===== config.mk =====
export PLATFORM = sky130hd
export DESIGN_NAME = dead_time_code_encoder
export DESIGN_NICKNAME = d
export VERILOG_FILES = /design/src/design/dtce_pkg.sv /design/src/design/dtce_div_stage.sv /design/src/design/dead_time_code_encoder.sv
export SDC_FILE = /design/constraint.sdc
export NUM_CORES = 1
export LEC_CHECK = 0
export ABC_AREA = 1
export BUFFER_PORTS_ARGS = -buffer_cell sky130_fd_sc_hd__buf_4
export CORE_ASPECT_RATIO = 1.75
export CORE_MARGIN = 4
export CORE_UTILIZATION = 45
export CTS_CLUSTER_SIZE = 30
export DETAILED_ROUTE_END_ITERATION = 6
export GPL_TIMING_DRIVEN = 0
export PLACE_DENSITY = 0.66
export SYNTH_ARGS = -nofsm -noshare
export SYNTH_HDL_FRONTEND = slang
export SYNTH_HIERARCHICAL = 1
export SYNTH_SLANG_ARGS = --single-unit

===== constraint.sdc =====
create_clock -name i_clk -period 13.4 [get_ports i_clk]
set_input_delay 0.67 -clock i_clk [delete_from_list [all_inputs] [get_ports i_clk]]
set_output_delay 0.67 -clock i_clk [all_outputs]
set_load 0.02 [all_outputs]

===== src/design/dtce_pkg.sv =====
// Shared types, constants and the code-mapping function for the dead-time code encoder.
// Used by dtce_div_stage and dead_time_code_encoder; depends on nothing.
package dtce_pkg;

    localparam int unsigned T_W        = 24;    // request width, ns
    localparam int unsigned P_W        = 12;    // period width, ns
    localparam int unsigned Q_W        = 10;    // quotient bits below the saturation bound
    localparam int unsigned D_W        = P_W + Q_W - 1;  // widest shifted divisor
    localparam int unsigned DIV_STAGES = Q_W;   // one quotient bit per stage
    localparam int unsigned CODE_W     = 8;

    localparam logic [P_W-1:0]    PERIOD_RESET = 12'd6;
    localparam logic [CODE_W-1:0] CODE_SAT     = 8'hFF;

    localparam logic [0:0] PFX_R1 = 1'b0;
    localparam logic [1:0] PFX_R2 = 2'b10;
    localparam logic [2:0] PFX_R3 = 3'b110;
    localparam logic [2:0] PFX_R4 = 3'b111;

    // One item in flight through the divider.
    typedef struct packed {
        logic [T_W-1:0] rem;   // partial remainder
        logic [D_W-1:0] dvs;   // divisor aligned to the current quotient bit
        logic [Q_W-1:0] quo;   // quotient bits found so far
        logic           sat;   // request lies above the fourth range
    } t_div_item;

    // Map quotient t/p to the range prefix plus step count.
    function automatic logic [CODE_W-1:0] encode_code(input logic [Q_W-1:0] q,
                                                      input logic sat);
        logic [CODE_W-1:0] code;
        begin
            if (sat) begin
                code = CODE_SAT;
            end else if (q[9:7] == 3'd0) begin
                code = {PFX_R1, q[6:0]};
            end else if (q[9:8] == 2'd0) begin
                code = {PFX_R2, q[6:1]};
            end else if (!q[9]) begin
                code = {PFX_R3, q[7:3]};
            end else begin
                code = {PFX_R4, q[8:4]};
            end
            encode_code = code;
        end
    endfunction

endpackage


===== src/design/dtce_div_stage.sv =====
// One restoring-division step with its own pipeline register and handshake.
// Depends on dtce_pkg for the item struct.
module dtce_div_stage
    import dtce_pkg::*;
(
    input  logic      i_clk,
    input  logic      i_rst_n,
    input  logic      i_valid,
    output logic      o_ready,
    input  t_div_item i_item,
    output logic      o_valid,
    input  logic      i_ready,
    output t_div_item o_item
);

    logic      r_vld;
    t_div_item r_item;
    t_div_item n_item;
    logic      w_load;
    logic      w_ge;
    logic [T_W-1:0] w_dvs_ext;

    assign w_load    = !r_vld || i_ready;
    assign o_ready   = w_load;
    assign w_dvs_ext = {{(T_W-D_W){1'b0}}, i_item.dvs};
    // A zero divisor (zero period) never fits, so a zero request keeps a zero quotient.
    assign w_ge      = (i_item.dvs != '0) && (i_item.rem >= w_dvs_ext);

    // Subtract when the aligned divisor fits, shift in the quotient bit.
    always_comb begin
        n_item     = i_item;
        n_item.rem = w_ge ? (i_item.rem - w_dvs_ext) : i_item.rem;
        n_item.quo = {i_item.quo[Q_W-2:0], w_ge};
        n_item.dvs = i_item.dvs >> 1;
    end

    always_ff @(posedge i_clk) begin
        if (!i_rst_n) begin
            r_vld <= 1'b0;
        end else if (w_load) begin
            r_vld <= i_valid;
        end
    end

    always_ff @(posedge i_clk) begin
        if (w_load && i_valid) begin
            r_item <= n_item;
        end
    end

    assign o_valid = r_vld;
    assign o_item  = r_item;

endmodule


===== src/design/dead_time_code_encoder.sv =====
// Top level of the dead-time code encoder: entry stage, divider chain, code output register.
// Depends on dtce_pkg and dtce_div_stage.
//
//  channel   | direction | transaction carries
//  ----------+-----------+--------------------------------------------------
//  s_axis    | in        | tdata[23:0] dead_time_ns
//  m_axis    | out       | tdata[7:0] dtg_code, tuser[0] saturated
//  cfg       | in        | i_cfg_data[11:0] clock_period_ns (always ready)
//
// Takes one transaction per cycle unless m_axis stalls. The path is an
// entry stage that checks the saturation bound, ten restoring-division
// stages (one quotient bit each, one 24-bit compare/subtract per stage),
// and the output register that holds the encoded byte.
// Each stage has its own valid bit and loads when empty or when the stage
// after it moves, so bubbles close up and a stall loses or repeats nothing.
// Reset (synchronous, active low) empties every stage and sets the period to 6 ns.
module dead_time_code_encoder
    import dtce_pkg::*;
(
    input  logic              i_clk,
    input  logic              i_rst_n,
    // request stream
    input  logic              s_axis_tvalid,
    output logic              s_axis_tready,
    input  logic [T_W-1:0]    s_axis_tdata,    // [23:0] dead_time_ns
    // result stream
    output logic              m_axis_tvalid,
    input  logic              m_axis_tready,
    output logic [CODE_W-1:0] m_axis_tdata,    // [7:0] dtg_code
    output logic [0:0]        m_axis_tuser,    // [0] saturated
    // period register write
    input  logic              i_cfg_valid,
    output logic              o_cfg_ready,
    input  logic [P_W-1:0]    i_cfg_data       // [11:0] clock_period_ns
);

    logic [P_W-1:0] r_period;

    // Stage chain: index 0 is the entry register, 1..DIV_STAGES the divider steps.
    logic      w_vld  [0:DIV_STAGES];
    logic      w_rdy  [0:DIV_STAGES];
    t_div_item w_item [0:DIV_STAGES];

    logic      r_in_vld;
    t_div_item r_in_item;
    t_div_item n_in_item;
    logic      w_in_load;

    logic              r_out_vld;
    logic [CODE_W-1:0] r_out_code;
    logic              r_out_sat;
    logic              w_out_load;

    // ------------------------------------------------------------------
    // Period register; the user must make writes only while the pipeline is empty,
    // the block does not enforce it. -----------------------------------------
    assign o_cfg_ready = 1'b1;

    always_ff @(posedge i_clk) begin
        if (!i_rst_n) begin
            r_period <= PERIOD_RESET;
        end else if (i_cfg_valid) begin
            r_period <= i_cfg_data;
        end
    end

    // ------------------------------------------------------------------
    // Entry stage: saturate when t >= 1024p, i.e. t[23:10] >= p. A zero
    // period saturates every nonzero request; a zero request never does.
    // Align the divisor to the top quotient bit.
    // ------------------------------------------------------------------
    assign w_in_load     = !r_in_vld || w_rdy[0];
    assign s_axis_tready = w_in_load;

    always_comb begin
        n_in_item.rem = s_axis_tdata;
        n_in_item.dvs = {r_period, {(Q_W-1){1'b0}}};
        n_in_item.quo = '0;
        n_in_item.sat = (s_axis_tdata != '0)
                     && (s_axis_tdata[T_W-1:Q_W] >= {{(T_W-Q_W-P_W){1'b0}}, r_period});
    end

    always_ff @(posedge i_clk) begin
        if (!i_rst_n) begin
            r_in_vld <= 1'b0;
        end else if (w_in_load) begin
            r_in_vld <= s_axis_tvalid;
        end
    end

    always_ff @(posedge i_clk) begin
        if (w_in_load && s_axis_tvalid) begin
            r_in_item <= n_in_item;
        end
    end

    assign w_vld[0]  = r_in_vld;
    assign w_item[0] = r_in_item;

    // ------------------------------------------------------------------
    // Divider chain: one quotient bit per stage, most significant first.
    // ------------------------------------------------------------------
    for (genvar g = 1; g <= DIV_STAGES; g++) begin : g_div
        dtce_div_stage u_stage (
            .i_clk   (i_clk),
            .i_rst_n (i_rst_n),
            .i_valid (w_vld[g-1]),
            .o_ready (w_rdy[g-1]),
            .i_item  (w_item[g-1]),
            .o_valid (w_vld[g]),
            .i_ready (w_rdy[g]),
            .o_item  (w_item[g])
        );
    end

    // ------------------------------------------------------------------
    // Output stage: map the quotient to prefix plus step count, all ones
    // if saturated, and hold it until the downstream side takes it.
    // ------------------------------------------------------------------
    assign w_out_load         = !r_out_vld || m_axis_tready;
    assign w_rdy[DIV_STAGES]  = w_out_load;

    always_ff @(posedge i_clk) begin
        if (!i_rst_n) begin
            r_out_vld <= 1'b0;
        end else if (w_out_load) begin
            r_out_vld <= w_vld[DIV_STAGES];
        end
    end

    always_ff @(posedge i_clk) begin
        if (w_out_load && w_vld[DIV_STAGES]) begin
            r_out_code <= encode_code(w_item[DIV_STAGES].quo, w_item[DIV_STAGES].sat);
            r_out_sat  <= w_item[DIV_STAGES].sat;
        end
    end

    assign m_axis_tvalid   = r_out_vld;
    assign m_axis_tdata    = r_out_code;
    assign m_axis_tuser[0] = r_out_sat;

    // ------------------------------------------------------------------
    // Checks
    // ------------------------------------------------------------------
    // A saturated result always carries the all-ones code.
    a_sat_code: assert property (@(posedge i_clk) disable iff (!i_rst_n)
        (m_axis_tvalid && m_axis_tuser[0]) |-> (m_axis_tdata == CODE_SAT))
        else $error("saturated result without all-ones code");

    // With the output empty, the ready chain must reach the input.
    a_ready_chain: assert property (@(posedge i_clk) disable iff (!i_rst_n)
        !m_axis_tvalid |-> s_axis_tready)
        else $error("input stalled while output stage is empty");

    // Reset restores the default period.
    a_period_reset: assert property (@(posedge i_clk)
        !i_rst_n |=> (r_period == PERIOD_RESET))
        else $error("period not restored by reset");

endmodule

==> flow_metrics.env <==
export IMPL_status="finished clean"
export IMPL_antenna_found_initial=3
export IMPL_numCtsBuffers=53
export IMPL_hpwlAfterDp_um=104000
export IMPL_pre_cts_slack_ps=9570
export IMPL_die_w_um=227
export IMPL_hold_end="r_in_item[55]"
export IMPL_nNetsFinal=5501
export IMPL_syn_to_final_growth_pct=10.5
export IMPL_clkSlewWorstSetupHoldPaths_ps=70
export IMPL_routed_via_density=5.01
export IMPL_setup_viol=0
export IMPL_ys_warn_count=6
export IMPL_hold_ws_ps=214
export IMPL_ioPinCount=53
export IMPL_r2r_cells=9
export IMPL_criticalPathCategory="register to output pin"
export IMPL_wl_per_cell_um=19.5
export IMPL_period_share_pct=29.7
export IMPL_arrival_ps=3310
export IMPL_detail_route_antenna_nets=0
export IMPL_r2r_slack_ps=9870
export IMPL_cts_max_level=2
export IMPL_wl_um=123000
export IMPL_postSynthCellCount=5088
export IMPL_clk_insertion_delay_late_ps=650
export IMPL_gr_total_overflow=0
export IMPL_drtPass1Iterations=6
export IMPL_fin_ws_ps=9420
export IMPL_clock_sinks=531
export IMPL_grt_max_degree=32
export IMPL_num_fill_cells=8366
export IMPL_route_detailed_drc=0
export IMPL_grt_pass1_wl_um=184000
export IMPL_final_cell_mix="2064 x nand2_1, 1010 x inv_1, 507 x edfxtp_1, 298 x nor2_1, 253 x nand3_1"
export IMPL_grt_pass1_vias=33000
export IMPL_core_um2=83000
export IMPL_hold_depth=1
export IMPL_rr_startpoint="g_div[4].u_stage/o_item[30]"
export IMPL_maxCapViolCount=0
export IMPL_postCtsSetupBuffers=0
export IMPL_fp_dieH_um=390
export IMPL_worst_clock_skew_ps=23.0
export IMPL_grt_usage_pct=28.0
export IMPL_globalplace_congestion=1.01
export IMPL_vias=31800
export IMPL_drive_gt1_share_pct=8.02
export IMPL_syn_area_um2=37600
export IMPL_max_slew_margin_pct=8.23
export IMPL_drv_slew=0
export IMPL_cp_end_kind="output pin"
export IMPL_ctsHoldBuffers=0
export IMPL_start_kind="register"
export IMPL_finalCriticalPeriod_ps=3980
export IMPL_hold_start="s_axis_tdata[23]"
export IMPL_cts_path_max_buffers=3
export IMPL_r2r_end="g_div[5].u_stage/o_item[43]"
export IMPL_multi_input_area_um2=17600
export IMPL_fmax_ghz=0.251
export IMPL_first_iter_violations=1475
export IMPL_power_density_nw_per_um2=95.5
export IMPL_peakVddDrop_v=0.000100
export IMPL_die_area_um2=88500
export IMPL_hold_path_class="primary input to register"
export IMPL_io_buffers=51
export IMPL_cts_resized=0
export IMPL_hold_viol_final=0
export IMPL_rsz0062_at_grt="false"
export IMPL_cts_root_buf="clkbuf_16"
export IMPL_power_leakage_nw=20.6
export IMPL_placementRows=140
export IMPL_final_common_cell="nand2_1"
export IMPL_required_ps=12730
export IMPL_avgSynthCellArea_um2=7.39
export IMPL_tritoncts="yes"
export IMPL_worst_slew_pin_slew_ps=1370
export IMPL_regArea_um2=15700
export IMPL_final_setup_tns_ps=0
export IMPL_path_max_fanout=3
export IMPL_finalPower_mw=3.97
export IMPL_start_util_pct=45.3
cell type report:
class                           instances  area share, %
Sequential cell                       531           37.8
Timing Repair Buffer                   61           1.40
Multi-Input combinational cell       3492           42.4
Tap cell                             1065           3.21
Clock inverter                         33          0.924
Inverter                             1030           9.45
Antenna cell                            1        0.00602
Buffer                                 59           1.34
Clock buffer                           66           3.45
worst max-delay path by stage:
| stage | slack [ps] | startpoint | cells after the start | endpoint |
|---|---|---|---|---|
| final | 9420 | m_axis_tvalid | 24 | s_axis_tready |
| after global routing | 9060 | m_axis_tvalid | 24 | s_axis_tready |
| after CTS | 9380 | m_axis_tvalid | 24 | s_axis_tready |
| after detailed placement | 9570 | m_axis_tready | 26 | s_axis_tready |
| after global placement | 7350 | m_axis_tready | 23 | g_div[1].u_stage/o_item[12] |
| after floorplan | 8960 | m_axis_tready | 22 | g_div[1].u_stage/o_item[0] |
critical path: stages (launching register included):
cell and delay (ps):
dfxtp_1 370, nand2_1 90, inv_1 80, nand2_1 60, inv_1 110, nand2_1 80, inv_1 110, nand2_1 80
inv_1 110, nand2_1 90, inv_1 110, nand2_1 80, inv_1 110, nand2_1 90, inv_1 120, nand2_1 80
inv_1 110, nand2_1 70, inv_1 110, nand2_1 70, inv_1 110, nand2_1 80, inv_1 110, nand2_1 80
buf_4 160
layer usage:
layer  part of all wire [%]  GRT usage [%]
met5                  0.011              0
met4                     15           32.1
met1                     26           19.1
met3                    3.2           4.15
met2                     55           56.0
per-stage QoR:
stage / area (um^2) / util, % / cells
finish: 41600 / 50.1 / 6338
floorplan: 37700 / - / 5112
global placement: 39400 / 47.5 / 6228
detailed placement: 39700 / 47.9 / 6238
CTS: 41600 / 50.0 / 6337
global route: 41600 / 50.0 / 6337
state kept, by name, indices dropped and copies added (netlist names):
signal / flops
g_div.u_stage/o_item: 461
g_div.u_stage/o_valid: 10
r_in_item: 37
m_axis_tvalid: 1
m_axis_tdata: 8
m_axis_tuser: 1
r_in_vld: 1
r_period: 12
where the power goes:
group / internal, mW / switching, mW / total, mW / leakage (nW)
Clock: 0.887 / 0.684 / 1.57 / 0.879
Combinational: 0.170 / 0.333 / 0.503 / 14.9
Sequential: 1.86 / 0.0382 / 1.90 / 4.82
Note: power is estimated with default switching activity, not from simulation.
